`config.mk`:
```
export PLATFORM = sky130hd
export DESIGN_NAME = bounded_kalman_1d_unit
export DESIGN_NICKNAME = d
export VERILOG_FILES = /design/src/rtl/core/bk1d_pkg.sv /design/src/rtl/core/bk1d_iter.sv /design/src/rtl/core/bk1d_datapath.sv /design/src/rtl/core/bk1d_ctrl.sv /design/src/rtl/core/bounded_kalman_1d_unit.sv
export SDC_FILE = /design/constraint.sdc
export NUM_CORES = 2
export LEC_CHECK = 0
export ABC_AREA = 1
export BUFFER_PORTS_ARGS = -buffer_cell sky130_fd_sc_hd__buf_2
export CORE_ASPECT_RATIO = 0.5
export CORE_MARGIN = 3
export CORE_UTILIZATION = 40
export DETAILED_ROUTE_END_ITERATION = 10
export GPL_TIMING_DRIVEN = 0
export PLACE_DENSITY_LB_ADDON = 0.3
export SYNTH_ARGS = -nofsm -noshare
export SYNTH_HDL_FRONTEND = slang
export SYNTH_SLANG_ARGS = --single-unit
```
`constraint.sdc`:
```
create_clock -name clk -period 12.8 [get_ports clk]
set_input_delay 1.28 -clock clk [delete_from_list [all_inputs] [get_ports clk]]
set_output_delay 1.28 -clock clk [all_outputs]
set_load 0.01 [all_outputs]
```
`src/rtl/core/bk1d_pkg.sv`:
```
// shared types, constants and microprogram for the bounded kalman 1d unit
// no dependencies
`timescale 1ns / 1ps

package bk1d_pkg;

    localparam int DATA_WIDTH_DEF = 32;
    localparam int FRAC_BITS_DEF  = 16;
    localparam int CFG_IDX_W      = 3;

    localparam logic [CFG_IDX_W-1:0] CFG_A_COEF          = 3'd0;
    localparam logic [CFG_IDX_W-1:0] CFG_H_COEF          = 3'd1;
    localparam logic [CFG_IDX_W-1:0] CFG_Q_VAR           = 3'd2;
    localparam logic [CFG_IDX_W-1:0] CFG_R_VAR           = 3'd3;
    localparam logic [CFG_IDX_W-1:0] CFG_FC_LOW          = 3'd4;
    localparam logic [CFG_IDX_W-1:0] CFG_FC_HIGH         = 3'd5;
    localparam logic [CFG_IDX_W-1:0] CFG_INIT_ESTIMATE   = 3'd6;
    localparam logic [CFG_IDX_W-1:0] CFG_INIT_COVARIANCE = 3'd7;

    localparam int PROG_LEN = 42;
    localparam int PC_W     = $clog2(PROG_LEN);

    typedef enum logic [2:0] {
        OP_ADD,
        OP_SUB,
        OP_MUL,
        OP_DIV,
        OP_SQRT,
        OP_MAX1,
        OP_WCLAMP,
        OP_KCLAMP
    } op_t;

    typedef enum logic [4:0] {
        S_Z, S_TS, S_X, S_P, S_AK, S_QK, S_RK, S_TPTS, S_KMIN, S_KMAX,
        S_HA, S_WLO, S_WHI, S_T1, S_T2, S_DZ, S_C, S_K, S_SQ, S_NORM, S_PF,
        S_ONE, S_TWOPI, S_A, S_H, S_Q, S_R, S_FL, S_FH
    } sel_t;

    typedef enum logic {
        MODE_DIV,
        MODE_SQRT
    } iter_mode_t;

    typedef enum logic [1:0] {
        ST_IDLE,
        ST_ISSUE,
        ST_WAIT,
        ST_FINISH
    } ctrl_state_t;

    typedef struct packed {
        op_t  op;
        sel_t dst;
        sel_t srca;
        sel_t srcb;
    } uop_t;

    typedef struct packed {
        logic start;
        logic load_in;
        logic load_out;
        uop_t uop;
    } cmd_t;

    typedef struct packed {
        logic done;
    } status_t;

    function automatic logic [63:0] one_q(input int w, input int f);
        logic [63:0] mx;
        mx = (64'd1 << (w - 1)) - 64'd1;
        if (f >= w - 1)
            return mx;
        return 64'd1 << f;
    endfunction

    function automatic logic [63:0] two_pi_q(input int w, input int f);
        logic [63:0] c;
        logic [63:0] mx;
        mx = (64'd1 << (w - 1)) - 64'd1;
        c  = 64'd26986075409;
        if (f < 32)
            c = (c + (64'd1 << (31 - f))) >> (32 - f);
        if (c > mx)
            c = mx;
        return c;
    endfunction

    function automatic uop_t prog_rom(input logic [PC_W-1:0] pc);
        uop_t u;
        case (pc)
            6'd0:    u = '{OP_MAX1,   S_TS,   S_TS,    S_TS};
            6'd1:    u = '{OP_MUL,    S_T1,   S_A,     S_TS};
            6'd2:    u = '{OP_ADD,    S_AK,   S_ONE,   S_T1};
            6'd3:    u = '{OP_MUL,    S_QK,   S_Q,     S_TS};
            6'd4:    u = '{OP_DIV,    S_RK,   S_R,     S_TS};
            6'd5:    u = '{OP_MUL,    S_TPTS, S_TWOPI, S_TS};
            6'd6:    u = '{OP_MUL,    S_KMIN, S_TPTS,  S_FL};
            6'd7:    u = '{OP_MUL,    S_KMAX, S_TPTS,  S_FH};
            6'd8:    u = '{OP_MUL,    S_HA,   S_H,     S_AK};
            6'd9:    u = '{OP_SUB,    S_T1,   S_AK,    S_ONE};
            6'd10:   u = '{OP_DIV,    S_WLO,  S_T1,    S_HA};
            6'd11:   u = '{OP_ADD,    S_T1,   S_AK,    S_ONE};
            6'd12:   u = '{OP_DIV,    S_WHI,  S_T1,    S_HA};
            6'd13:   u = '{OP_WCLAMP, S_KMIN, S_KMIN,  S_KMIN};
            6'd14:   u = '{OP_WCLAMP, S_KMAX, S_KMAX,  S_KMAX};
            6'd15:   u = '{OP_MAX1,   S_P,    S_P,     S_P};
            6'd16:   u = '{OP_MUL,    S_X,    S_X,     S_AK};
            6'd17:   u = '{OP_MUL,    S_T1,   S_AK,    S_P};
            6'd18:   u = '{OP_MUL,    S_T1,   S_T1,    S_AK};
            6'd19:   u = '{OP_ADD,    S_P,    S_T1,    S_QK};
            6'd20:   u = '{OP_MUL,    S_T1,   S_H,     S_X};
            6'd21:   u = '{OP_SUB,    S_DZ,   S_Z,     S_T1};
            6'd22:   u = '{OP_MUL,    S_T1,   S_H,     S_P};
            6'd23:   u = '{OP_MUL,    S_T1,   S_T1,    S_H};
            6'd24:   u = '{OP_ADD,    S_C,    S_T1,    S_RK};
            6'd25:   u = '{OP_MAX1,   S_C,    S_C,     S_C};
            6'd26:   u = '{OP_MUL,    S_T1,   S_P,     S_H};
            6'd27:   u = '{OP_DIV,    S_T1,   S_T1,    S_C};
            6'd28:   u = '{OP_KCLAMP, S_K,    S_T1,    S_T1};
            6'd29:   u = '{OP_MUL,    S_T1,   S_K,     S_DZ};
            6'd30:   u = '{OP_ADD,    S_X,    S_X,     S_T1};
            6'd31:   u = '{OP_MUL,    S_T1,   S_K,     S_H};
            6'd32:   u = '{OP_SUB,    S_T2,   S_ONE,   S_T1};
            6'd33:   u = '{OP_MUL,    S_T1,   S_T2,    S_P};
            6'd34:   u = '{OP_MUL,    S_T1,   S_T1,    S_T2};
            6'd35:   u = '{OP_MUL,    S_T2,   S_K,     S_RK};
            6'd36:   u = '{OP_MUL,    S_T2,   S_T2,    S_K};
            6'd37:   u = '{OP_ADD,    S_P,    S_T1,    S_T2};
            6'd38:   u = '{OP_SQRT,   S_SQ,   S_C,     S_C};
            6'd39:   u = '{OP_MAX1,   S_SQ,   S_SQ,    S_SQ};
            6'd40:   u = '{OP_DIV,    S_NORM, S_DZ,    S_SQ};
            6'd41:   u = '{OP_DIV,    S_PF,   S_K,     S_TPTS};
            default: u = '{OP_MAX1,   S_T1,   S_T1,    S_T1};
        endcase
        return u;
    endfunction

endpackage

```
`src/rtl/core/bk1d_iter.sv`:
```
// shared radix-2 divide and square root unit, one quotient or root bit per cycle
// depends on bk1d_pkg
`timescale 1ns / 1ps

module bk1d_iter
    import bk1d_pkg::*;
#(
    parameter int DATA_WIDTH = DATA_WIDTH_DEF,
    parameter int FRAC_BITS  = FRAC_BITS_DEF
)
(
    input  logic                  clk,
    input  logic                  rst_n,
    input  logic                  start,
    input  iter_mode_t            mode,
    input  logic [DATA_WIDTH-1:0] a,
    input  logic [DATA_WIDTH-1:0] b,
    output logic                  done,
    output logic [DATA_WIDTH-1:0] result
);

    localparam int W   = DATA_WIDTH;
    localparam int NW  = W + FRAC_BITS;
    localparam int SB  = (NW + 1) / 2;
    localparam int RW  = 2 * SB;
    localparam int RMW = (W + 1 > SB + 2) ? W + 1 : SB + 2;
    localparam int CW  = $clog2(NW + 1);
    localparam logic [W-1:0] MAXV = {1'b0, {(W-1){1'b1}}};
    localparam logic [W-1:0] MINV = {1'b1, {(W-1){1'b0}}};

    logic             busy_reg;
    logic             busy_next;
    logic [CW-1:0]    cnt_reg;
    iter_mode_t       mode_reg;
    logic             neg_reg;
    logic             zero_reg;
    logic             az_reg;
    logic [RW-1:0]    n_reg;
    logic [NW-1:0]    q_reg;
    logic [RMW-1:0]   rem_reg;
    logic [W-1:0]     d_reg;

    logic [W-1:0]     mag_a;
    logic [W-1:0]     mag_b;
    logic [RMW-1:0]   rem_sh;
    logic [RMW-1:0]   trial;
    logic             take;
    logic             rnd;
    logic [NW:0]      qr;
    logic             over;

    assign mag_a = a[W-1] ? (~a + 1'b1) : a;
    assign mag_b = b[W-1] ? (~b + 1'b1) : b;

    always_comb
    begin
        if (mode_reg == MODE_DIV)
        begin
            rem_sh = {rem_reg[RMW-2:0], n_reg[NW-1]};
            trial  = RMW'(d_reg);
        end
        else
        begin
            rem_sh = {rem_reg[RMW-3:0], n_reg[RW-1:RW-2]};
            trial  = RMW'({q_reg[SB-1:0], 2'b01});
        end
        take = (rem_sh >= trial);
    end

    assign done = busy_reg && (cnt_reg == '0);
    assign busy_next = start ? 1'b1 : (done ? 1'b0 : busy_reg);

    always_ff @(posedge clk or negedge rst_n)
    begin
        if (!rst_n)
        begin
            busy_reg <= 1'b0;
            cnt_reg  <= '0;
        end
        else
        begin
            busy_reg <= busy_next;
            if (start)
                cnt_reg <= (mode == MODE_DIV) ? CW'(NW) : CW'(SB);
            else if (busy_reg && cnt_reg != '0)
                cnt_reg <= cnt_reg - 1'b1;
        end
    end

    always_ff @(posedge clk)
    begin
        if (start)
        begin
            mode_reg <= mode;
            rem_reg  <= '0;
            q_reg    <= '0;
            d_reg    <= mag_b;
            az_reg   <= (a == '0);
            if (mode == MODE_DIV)
            begin
                neg_reg  <= a[W-1] ^ b[W-1];
                zero_reg <= (b == '0);
                n_reg    <= RW'(mag_a) << FRAC_BITS;
            end
            else
            begin
                neg_reg  <= 1'b0;
                zero_reg <= a[W-1] || (a == '0);
                n_reg    <= RW'(a) << FRAC_BITS;
            end
        end
        else if (busy_reg && cnt_reg != '0)
        begin
            rem_reg <= take ? (rem_sh - trial) : rem_sh;
            q_reg   <= {q_reg[NW-2:0], take};
            n_reg   <= (mode_reg == MODE_DIV) ? (n_reg << 1) : (n_reg << 2);
        end
    end

    always_comb
    begin
        rnd  = (mode_reg == MODE_DIV) && ({rem_reg, 1'b0} >= (RMW+1)'(d_reg));
        qr   = (NW+1)'(q_reg) + (NW+1)'(rnd);
        over = qr > (NW+1)'(MAXV);
        if (mode_reg == MODE_DIV && zero_reg)
            result = az_reg ? '0 : (neg_reg ? MINV : MAXV);
        else if (mode_reg == MODE_SQRT && zero_reg)
            result = '0;
        else if (over)
            result = neg_reg ? MINV : MAXV;
        else
            result = neg_reg ? (~qr[W-1:0] + 1'b1) : qr[W-1:0];
    end

endmodule

```
`src/rtl/core/bk1d_datapath.sv`:
```
// datapath: working registers, configuration registers, saturating alu,
// registered multiplier and the shared divide/root unit
// depends on bk1d_pkg and bk1d_iter
`timescale 1ns / 1ps

module bk1d_datapath
    import bk1d_pkg::*;
#(
    parameter int DATA_WIDTH = DATA_WIDTH_DEF,
    parameter int FRAC_BITS  = FRAC_BITS_DEF
)
(
    input  logic                  clk,
    input  logic                  rst_n,
    input  cmd_t                  cmd,
    output status_t               status,
    input  logic                  cfg_we,
    input  logic [CFG_IDX_W-1:0]  cfg_index,
    input  logic [DATA_WIDTH-1:0] cfg_data,
    input  logic [DATA_WIDTH-1:0] measurement,
    input  logic [DATA_WIDTH-2:0] sample_time,
    output logic [DATA_WIDTH-1:0] estimate,
    output logic [DATA_WIDTH-1:0] innovation_norm,
    output logic [DATA_WIDTH-1:0] pole_freq
);

    localparam int W = DATA_WIDTH;
    localparam logic [W-1:0] MAXV    = {1'b0, {(W-1){1'b1}}};
    localparam logic [W-1:0] MINV    = {1'b1, {(W-1){1'b0}}};
    localparam logic [W-1:0] ONE_V   = W'(one_q(DATA_WIDTH, FRAC_BITS));
    localparam logic [W-1:0] TWOPI_V = W'(two_pi_q(DATA_WIDTH, FRAC_BITS));

    logic [W-1:0] a_reg, h_reg, q_reg, r_reg, fl_reg, fh_reg;
    logic [W-1:0] x_reg, p_reg;
    logic [W-1:0] z_reg, ts_reg, ak_reg, qk_reg, rk_reg, tpts_reg, kmin_reg, kmax_reg;
    logic [W-1:0] ha_reg, wlo_reg, whi_reg, t1_reg, t2_reg, dz_reg, c_reg, k_reg;
    logic [W-1:0] sq_reg, norm_reg, pf_reg;
    logic [W-1:0] est_out_reg, norm_out_reg, pf_out_reg;

    logic [W-1:0]   opa, opb;
    logic [W-1:0]   alu_res;
    logic           is_alu, is_iter, alu_start;
    logic [W:0]     sum;
    logic [W-1:0]   lo, hi;

    logic [2*W-1:0] prod_reg;
    logic           mneg_reg;
    logic           mul_pend_reg;
    logic [2*W:0]   mrnd;
    logic [2*W:0]   mshift;
    logic [W-1:0]   mul_res;
    logic [W-1:0]   ma, mb;

    logic           iter_done;
    logic [W-1:0]   iter_res;
    sel_t           dst_reg;
    sel_t           wr_dst;
    logic           wr_en;
    logic [W-1:0]   wr_data;
    logic           done_reg;

    function automatic logic [W-1:0] pick(input sel_t s);
        logic [W-1:0] v;
        case (s)
            S_Z:     v = z_reg;
            S_TS:    v = ts_reg;
            S_X:     v = x_reg;
            S_P:     v = p_reg;
            S_AK:    v = ak_reg;
            S_QK:    v = qk_reg;
            S_RK:    v = rk_reg;
            S_TPTS:  v = tpts_reg;
            S_KMIN:  v = kmin_reg;
            S_KMAX:  v = kmax_reg;
            S_HA:    v = ha_reg;
            S_WLO:   v = wlo_reg;
            S_WHI:   v = whi_reg;
            S_T1:    v = t1_reg;
            S_T2:    v = t2_reg;
            S_DZ:    v = dz_reg;
            S_C:     v = c_reg;
            S_K:     v = k_reg;
            S_SQ:    v = sq_reg;
            S_NORM:  v = norm_reg;
            S_PF:    v = pf_reg;
            S_ONE:   v = ONE_V;
            S_TWOPI: v = TWOPI_V;
            S_A:     v = a_reg;
            S_H:     v = h_reg;
            S_Q:     v = q_reg;
            S_R:     v = r_reg;
            S_FL:    v = fl_reg;
            S_FH:    v = fh_reg;
            default: v = '0;
        endcase
        return v;
    endfunction

    assign opa = pick(cmd.uop.srca);
    assign opb = pick(cmd.uop.srcb);

    assign is_alu    = cmd.uop.op inside {OP_ADD, OP_SUB, OP_MAX1, OP_WCLAMP, OP_KCLAMP};
    assign is_iter   = cmd.uop.op inside {OP_DIV, OP_SQRT};
    assign alu_start = cmd.start && is_alu;

    // saturating alu
    always_comb
    begin
        sum = '0;
        lo  = '0;
        hi  = '0;
        case (cmd.uop.op)
            OP_ADD, OP_SUB:
            begin
                if (cmd.uop.op == OP_ADD)
                    sum = {opa[W-1], opa} + {opb[W-1], opb};
                else
                    sum = {opa[W-1], opa} - {opb[W-1], opb};
                if (sum[W] != sum[W-1])
                    alu_res = sum[W] ? MINV : MAXV;
                else
                    alu_res = sum[W-1:0];
            end
            OP_MAX1:
                alu_res = ($signed(opa) < $signed(W'(1))) ? W'(1) : opa;
            OP_WCLAMP:
            begin
                lo = ha_reg[W-1] ? whi_reg : wlo_reg;
                hi = ha_reg[W-1] ? wlo_reg : whi_reg;
                if (ha_reg == '0)
                    alu_res = opa;
                else if ($signed(opa) < $signed(lo))
                    alu_res = lo;
                else if ($signed(opa) > $signed(hi))
                    alu_res = hi;
                else
                    alu_res = opa;
            end
            OP_KCLAMP:
            begin
                if ($signed(opa) < $signed(kmin_reg))
                    alu_res = kmin_reg;
                else if ($signed(opa) > $signed(kmax_reg))
                    alu_res = kmax_reg;
                else
                    alu_res = opa;
            end
            default:
                alu_res = opa;
        endcase
    end

    // multiplier, product registered then rounded and saturated
    assign ma = opa[W-1] ? (~opa + 1'b1) : opa;
    assign mb = opb[W-1] ? (~opb + 1'b1) : opb;

    always_ff @(posedge clk)
    begin
        if (cmd.start && cmd.uop.op == OP_MUL)
        begin
            prod_reg <= (2*W)'(ma) * (2*W)'(mb);
            mneg_reg <= opa[W-1] ^ opb[W-1];
        end
    end

    always_comb
    begin
        mrnd   = (2*W+1)'(prod_reg) + ((2*W+1)'(1) << (FRAC_BITS - 1));
        mshift = mrnd >> FRAC_BITS;
        if (mshift > (2*W+1)'(MAXV))
            mul_res = mneg_reg ? MINV : MAXV;
        else
            mul_res = mneg_reg ? (~mshift[W-1:0] + 1'b1) : mshift[W-1:0];
    end

    bk1d_iter #(
        .DATA_WIDTH (DATA_WIDTH),
        .FRAC_BITS  (FRAC_BITS)
    ) u_iter (
        .clk    (clk),
        .rst_n  (rst_n),
        .start  (cmd.start && is_iter),
        .mode   ((cmd.uop.op == OP_SQRT) ? MODE_SQRT : MODE_DIV),
        .a      (opa),
        .b      (opb),
        .done   (iter_done),
        .result (iter_res)
    );

    assign wr_en   = alu_start || mul_pend_reg || iter_done;
    assign wr_dst  = alu_start ? cmd.uop.dst : dst_reg;
    assign wr_data = iter_done ? iter_res : (mul_pend_reg ? mul_res : alu_res);

    always_ff @(posedge clk or negedge rst_n)
    begin
        if (!rst_n)
        begin
            mul_pend_reg <= 1'b0;
            done_reg     <= 1'b0;
        end
        else
        begin
            mul_pend_reg <= cmd.start && (cmd.uop.op == OP_MUL);
            done_reg     <= wr_en;
        end
    end

    assign status.done = done_reg;

    always_ff @(posedge clk)
    begin
        if (cmd.start)
            dst_reg <= cmd.uop.dst;
    end

    // configuration registers and filter state
    always_ff @(posedge clk or negedge rst_n)
    begin
        if (!rst_n)
        begin
            a_reg  <= '0;
            h_reg  <= ONE_V;
            q_reg  <= '0;
            r_reg  <= ONE_V;
            fl_reg <= '0;
            fh_reg <= ONE_V;
            x_reg  <= '0;
            p_reg  <= ONE_V;
        end
        else if (cfg_we)
        begin
            case (cfg_index)
                CFG_A_COEF:          a_reg  <= cfg_data;
                CFG_H_COEF:          h_reg  <= cfg_data;
                CFG_Q_VAR:           q_reg  <= {1'b0, cfg_data[W-2:0]};
                CFG_R_VAR:           r_reg  <= {1'b0, cfg_data[W-2:0]};
                CFG_FC_LOW:          fl_reg <= {1'b0, cfg_data[W-2:0]};
                CFG_FC_HIGH:         fh_reg <= {1'b0, cfg_data[W-2:0]};
                CFG_INIT_ESTIMATE:   x_reg  <= cfg_data;
                CFG_INIT_COVARIANCE: p_reg  <= {1'b0, cfg_data[W-2:0]};
                default:             ;
            endcase
        end
        else if (wr_en)
        begin
            case (wr_dst)
                S_X:     x_reg <= wr_data;
                S_P:     p_reg <= wr_data;
                default: ;
            endcase
        end
    end

    // working registers
    always_ff @(posedge clk)
    begin
        if (cmd.load_in)
        begin
            z_reg  <= measurement;
            ts_reg <= {1'b0, sample_time};
        end
        else if (wr_en)
        begin
            case (wr_dst)
                S_Z:     z_reg    <= wr_data;
                S_TS:    ts_reg   <= wr_data;
                S_AK:    ak_reg   <= wr_data;
                S_QK:    qk_reg   <= wr_data;
                S_RK:    rk_reg   <= wr_data;
                S_TPTS:  tpts_reg <= wr_data;
                S_KMIN:  kmin_reg <= wr_data;
                S_KMAX:  kmax_reg <= wr_data;
                S_HA:    ha_reg   <= wr_data;
                S_WLO:   wlo_reg  <= wr_data;
                S_WHI:   whi_reg  <= wr_data;
                S_T1:    t1_reg   <= wr_data;
                S_T2:    t2_reg   <= wr_data;
                S_DZ:    dz_reg   <= wr_data;
                S_C:     c_reg    <= wr_data;
                S_K:     k_reg    <= wr_data;
                S_SQ:    sq_reg   <= wr_data;
                S_NORM:  norm_reg <= wr_data;
                S_PF:    pf_reg   <= wr_data;
                default: ;
            endcase
        end
    end

    // result register
    always_ff @(posedge clk)
    begin
        if (cmd.load_out)
        begin
            est_out_reg  <= x_reg;
            norm_out_reg <= norm_reg;
            pf_out_reg   <= pf_reg;
        end
    end

    assign estimate        = est_out_reg;
    assign innovation_norm = norm_out_reg;
    assign pole_freq       = pf_out_reg;

endmodule

```
`src/rtl/core/bk1d_ctrl.sv`:
```
// controller: sequences the microprogram and runs the item handshakes
// depends on bk1d_pkg
`timescale 1ns / 1ps

module bk1d_ctrl
    import bk1d_pkg::*;
(
    input  logic    clk,
    input  logic    rst_n,
    input  logic    in_valid,
    output logic    in_ready,
    output logic    out_valid,
    input  logic    out_ready,
    output cmd_t    cmd,
    input  status_t status
);

    localparam logic [PC_W-1:0] PC_LAST = PC_W'(PROG_LEN - 1);

    ctrl_state_t     state_reg, state_next;
    logic [PC_W-1:0] pc_reg, pc_next;
    logic            out_valid_reg, out_valid_next;
    logic            accept;

    assign accept = in_valid && (state_reg == ST_IDLE);

    always_comb
    begin
        state_next = state_reg;
        case (state_reg)
            ST_IDLE:
                if (accept)
                    state_next = ST_ISSUE;
            ST_ISSUE:
                state_next = ST_WAIT;
            ST_WAIT:
                if (status.done)
                    state_next = (pc_reg == PC_LAST) ? ST_FINISH : ST_ISSUE;
            ST_FINISH:
                if (!out_valid_reg || out_ready)
                    state_next = ST_IDLE;
            default:
                state_next = ST_IDLE;
        endcase
    end

    always_comb
    begin
        in_ready     = (state_reg == ST_IDLE);
        cmd.load_in  = accept;
        cmd.start    = (state_reg == ST_ISSUE);
        cmd.load_out = (state_reg == ST_FINISH) && (!out_valid_reg || out_ready);
        cmd.uop      = prog_rom(pc_reg);
        out_valid    = out_valid_reg;
    end

    always_comb
    begin
        pc_next = pc_reg;
        if (accept)
            pc_next = '0;
        else if (state_reg == ST_WAIT && status.done && pc_reg != PC_LAST)
            pc_next = pc_reg + 1'b1;
        if (cmd.load_out)
            out_valid_next = 1'b1;
        else if (out_ready)
            out_valid_next = 1'b0;
        else
            out_valid_next = out_valid_reg;
    end

    always_ff @(posedge clk or negedge rst_n)
    begin
        if (!rst_n)
        begin
            state_reg     <= ST_IDLE;
            pc_reg        <= '0;
            out_valid_reg <= 1'b0;
        end
        else
        begin
            state_reg     <= state_next;
            pc_reg        <= pc_next;
            out_valid_reg <= out_valid_next;
        end
    end

endmodule

```
`src/rtl/core/bounded_kalman_1d_unit.sv`:
```
// top level of the bounded-gain scalar kalman filter
// depends on bk1d_pkg, bk1d_ctrl and bk1d_datapath
//
//  channel | signals                                   | accepted when
//  in      | in_valid in_ready measurement sample_time | in_valid & in_ready
//  out     | out_valid out_ready estimate              | out_valid & out_ready
//          |   innovation_norm pole_freq               |
//  cfg     | cfg_valid cfg_ready cfg_index cfg_data    | cfg_valid & cfg_ready
//
// one item at a time
// the microprogram runs six divides and one square root on the shared divide/root unit,
// and its other steps are alu steps and multiplies
// reset loads the default registers, estimate 0 and covariance 1.0
// a result waiting on out_ready does not block the next item from entering
`timescale 1ns / 1ps

module bounded_kalman_1d_unit
    import bk1d_pkg::*;
#(
    parameter int DATA_WIDTH = DATA_WIDTH_DEF,
    parameter int FRAC_BITS  = FRAC_BITS_DEF
)
(
    input  logic                  clk,
    input  logic                  rst_n,
    input  logic                  in_valid,
    output logic                  in_ready,
    input  logic [DATA_WIDTH-1:0] measurement,
    input  logic [DATA_WIDTH-2:0] sample_time,
    output logic                  out_valid,
    input  logic                  out_ready,
    output logic [DATA_WIDTH-1:0] estimate,
    output logic [DATA_WIDTH-1:0] innovation_norm,
    output logic [DATA_WIDTH-1:0] pole_freq,
    input  logic                  cfg_valid,
    output logic                  cfg_ready,
    input  logic [CFG_IDX_W-1:0]  cfg_index,
    input  logic [DATA_WIDTH-1:0] cfg_data
);

    cmd_t    cmd;
    status_t status;

    assign cfg_ready = 1'b1;

    bk1d_ctrl u_ctrl (
        .clk       (clk),
        .rst_n     (rst_n),
        .in_valid  (in_valid),
        .in_ready  (in_ready),
        .out_valid (out_valid),
        .out_ready (out_ready),
        .cmd       (cmd),
        .status    (status)
    );

    bk1d_datapath #(
        .DATA_WIDTH (DATA_WIDTH),
        .FRAC_BITS  (FRAC_BITS)
    ) u_datapath (
        .clk             (clk),
        .rst_n           (rst_n),
        .cmd             (cmd),
        .status          (status),
        .cfg_we          (cfg_valid && cfg_ready),
        .cfg_index       (cfg_index),
        .cfg_data        (cfg_data),
        .measurement     (measurement),
        .sample_time     (sample_time),
        .estimate        (estimate),
        .innovation_norm (innovation_norm),
        .pole_freq       (pole_freq)
    );

endmodule

```
==> metrics.md <==
| Metric | Value |
|---|---|
| Layout cells sized above 1 | `0.1188` |
| Synth Warn # | `0` |
| Detailed placement HPWL | `473,600 um` |
| Synth async-reset ratio | `0.2292` |
| Failing checks | `capacitance limit, slew limit` |
| Syn Nets | `14,670` |
| Sequential element share of the synthesized area | `0.3122` |
| Cell mode on critical path | `fa_1` |
| Clock Pin Slew Worst Setup and Hold Paths | `~0.07 ns` |
| Gpl congestion | `1.122` |
| Max FFs per register | `49` |
| Inst Count DP | `roughly 17,000` |
| I/O Buffers | `199` |
| Hold Crit Class | `flop to flop` |
| Post-synth EDFFs | `between 800 and 900` |
| Die H | `370.6 um` |
| Critical Path Fanout Max | `10` |
| Data arrival time of the critical path | `13.22 ns` |
| # nets final | `roughly 15,000` |
| Synth top cells by count | `nand2_1 (3,168), inv_1 (2,218), nor2_1 (1,058), fa_1 (897), edfxtp_1 (826)` |
| Top cells by area, synth | `edfxtp_1 (23%), fa_1 (17%), nand2_1 (11%), inv_1 (7.8%), dfrtp_1 (6.3%)` |
| Hold Buf Count CTS | `0` |
| Crit path time final | `about 13 ns` |
| #FFs+latches synth | `around 1,200` |
| Die Footprint | `0.2725 mm^2` |
| DR vias/cell | `between 6 and 7` |
| Initial antenna violation count | `38` |
| Biggest area consumer among synthesized cells | `edfxtp_1` |
| Post-Syn Area | `~0.11 mm^2` |
| DIE WIDTH | `~740 um` |
| Final hold viol count | `0` |
| GRT Util Overall | `0.4264` |
| Crit end category | `flop` |
| Max Slew Vio Count | `a little under 60` |
| Critical path type | `flop to flop` |
| Detail Route Antenna Nets | `0` |
| # setup viols final | `0` |
| Yosys top cell area share | `0.2332` |
| Status | `finished with violations` |
| CP max stage delay | `between 0.5 and 0.6 ns` |
| Fillers | `between 20,000 and 30,000` |
| Worst Path Required | `between 10 and 15 ns` |
| Clock Skews | `around 0.08 ns` |
| Initial DRC count | `roughly 19,000` |
| Largest net degree at the start of global routing | `about 110` |
| Num CTS Buffers | `about 120` |
| H-tree depth | `3` |
| Crit share post-route | `0.9950` |
| Drt total wl | `approximately 600,000 um` |
| Finished Layout Cells | `17,380` |
| # DRC | `0` |
| Placed Area | `approximately 0.11 mm^2` |
| Global route overflow | `0` |
| Max stage delay cell, worst path | `fa_1` |
| # IOs | `between 200 and 250` |
| Avg WL per Cell | `34.56 um` |
| Number of global-route vias before repair | `just under 100k` |
| Row count | `about 130` |
| CTS Sinks | `~1,200` |
| Pre-antenna DRT Iters | `9` |
| CTS root buffer | `clkbuf_16` |
| Slew @ Worst Pin | `approximately 1.8 ns` |
| Syn-to-layout area delta | `14.66%` |
| Max-slew headroom | `-0.2130` |
| CTS tree | `built` |
| Post-route cell area | `around 0.12 mm^2` |
| Max-cap violation count | `5` |
| First-pass GRT wire length | `around 800,000 um` |
| Crit path launch type | `flop` |
| Initial core utilization | `0.4035` |
| F_max | `approximately 80 MHz` |
| Distinct cells, synth | `91` |
| Clock tree buffer depth | `3` |
| Core region area | `between 0.2 and 0.3 mm^2` |
| Cell with the most instances after synthesis | `nand2_1` |
| Clk Latency, worst-skew pair | `approximately 0.83 ns` |
| Via count | `107,900` |
| Synth Flop Type | `edfxtp_1` |
| Syn Area/Cell | `8.071 um^2` |
| Gate count of the mapped netlist | `roughly 13,000` |
-- path summary, 6_finish.rpt --
path	start	to	slack (ns)	cells after the start
max in group asynchronous	rst_n	u_datapath.fl_reg[26]$_DFFE_PN0P_	10.66	3
max	u_ctrl.pc_reg[0]$_DFFE_PN0P_	u_datapath.prod_reg[57]$_DFFE_PP_	0.06	50
min reg2reg	u_datapath.pf_reg[22]$_DFFE_PP_	u_datapath.pole_freq[22]$_DFFE_PP_	0.45	0
max reg2reg	u_ctrl.pc_reg[0]$_DFFE_PN0P_	u_datapath.prod_reg[57]$_DFFE_PP_	0.06	50
min in group asynchronous	rst_n	u_ctrl.pc_reg[2]$_DFFE_PN0P_	0.53	1
min	u_datapath.pf_reg[22]$_DFFE_PP_	u_datapath.pole_freq[22]$_DFFE_PP_	0.45	0
-- worst max-delay path, delay by kind of cell (launching register included) --
kind                     cells  cell delay (ns)
buffers and inverters       12             2.09
adder cells (fa/ha/maj)     10             4.59
AO/OA/AOI/OAI                6             1.62
flip-flops                   1             0.40
XOR/XNOR                     2             0.35
AND/OR/NAND/NOR             20             3.33
-- layer usage --
layer  track usage  routed length, um  vias up
li1              -                  -    43990
met5     0.0007055                256        -
met4        0.2528              45520       20
met3        0.2111             101200     1939
met1        0.5490             225600    52920
met2        0.5697             228200     9049
-- logic make-up after synthesis --
family          count (synthesis)  share of synthesized area
flops                        1178                     0.3122
compound gates               1976                     0.1130
xor+xnor                      246                    0.02033
fa+ha+maj                    1389                     0.2267
other cells                     1                 0.00003526
simple gates                 5513                     0.2215
buf+inv                      2874                     0.1061
mux                             2                  0.0001882
-- through the flow --
stage	utilization	setup TNS [ns]	worst slack [ns]	hold slack [ns]
3_3_place_gp	0.4240	-192.40	-4.067	0.4348
3_5_place_dp	0.4286	-169.06	-3.979	0.4383
4_1_cts	0.4530	0	0.0007470	0.4505
5_1_grt	0.4624	-0.8325	-0.1109	0.4667
2_1_floorplan	-	0	2.013	0.4249
6_report	0.4627	0	0.06384	0.4521
-- final cells by class --
class                   instances  area [um^2]  area share
clock inverters                77        967.2    0.007931
diodes                         29        72.57   0.0005951
flip-flops and latches       1178        33210      0.2723
plain buffers                 539         3258     0.02672
well taps                    3510         4392     0.03601
multi-input cells            9128        64290      0.5272
repair buffers                452         3696     0.03031
inverters                    2328         9031     0.07406
clock buffers                 143         3034     0.02488
-- repair_timing --
item,in CTS,in global routing
buffers inserted,74,124
setup endpoints to repair,49,45
gates resized for setup,572,458
pin swaps,36,81
cloned,0,1
-- cell usage in the layout, fill, tap and decap left out, types with 111 or more instances in the layout --
cell type,Yosys,layout
clkbuf_1,316,214
dfrtp_1,266,264
nand2_1,3168,3086
fa_1,897,880
nor2_1,1058,1007
buf_4,28,251
nor3_1,119,111
buf_2,125,286
edfxtp_1,826,826
nand4_1,203,203
a221oi_1,132,116
nand3_1,550,539
xor2_1,192,183
ha_1,492,475
inv_1,2218,2188
clkbuf_16,0,117
o21ai_0,781,764
a21oi_1,350,331
o22ai_1,232,232
Power is not shown: default switching activity piles up to over one toggle a cycle in this logic, so the estimate is an artifact.
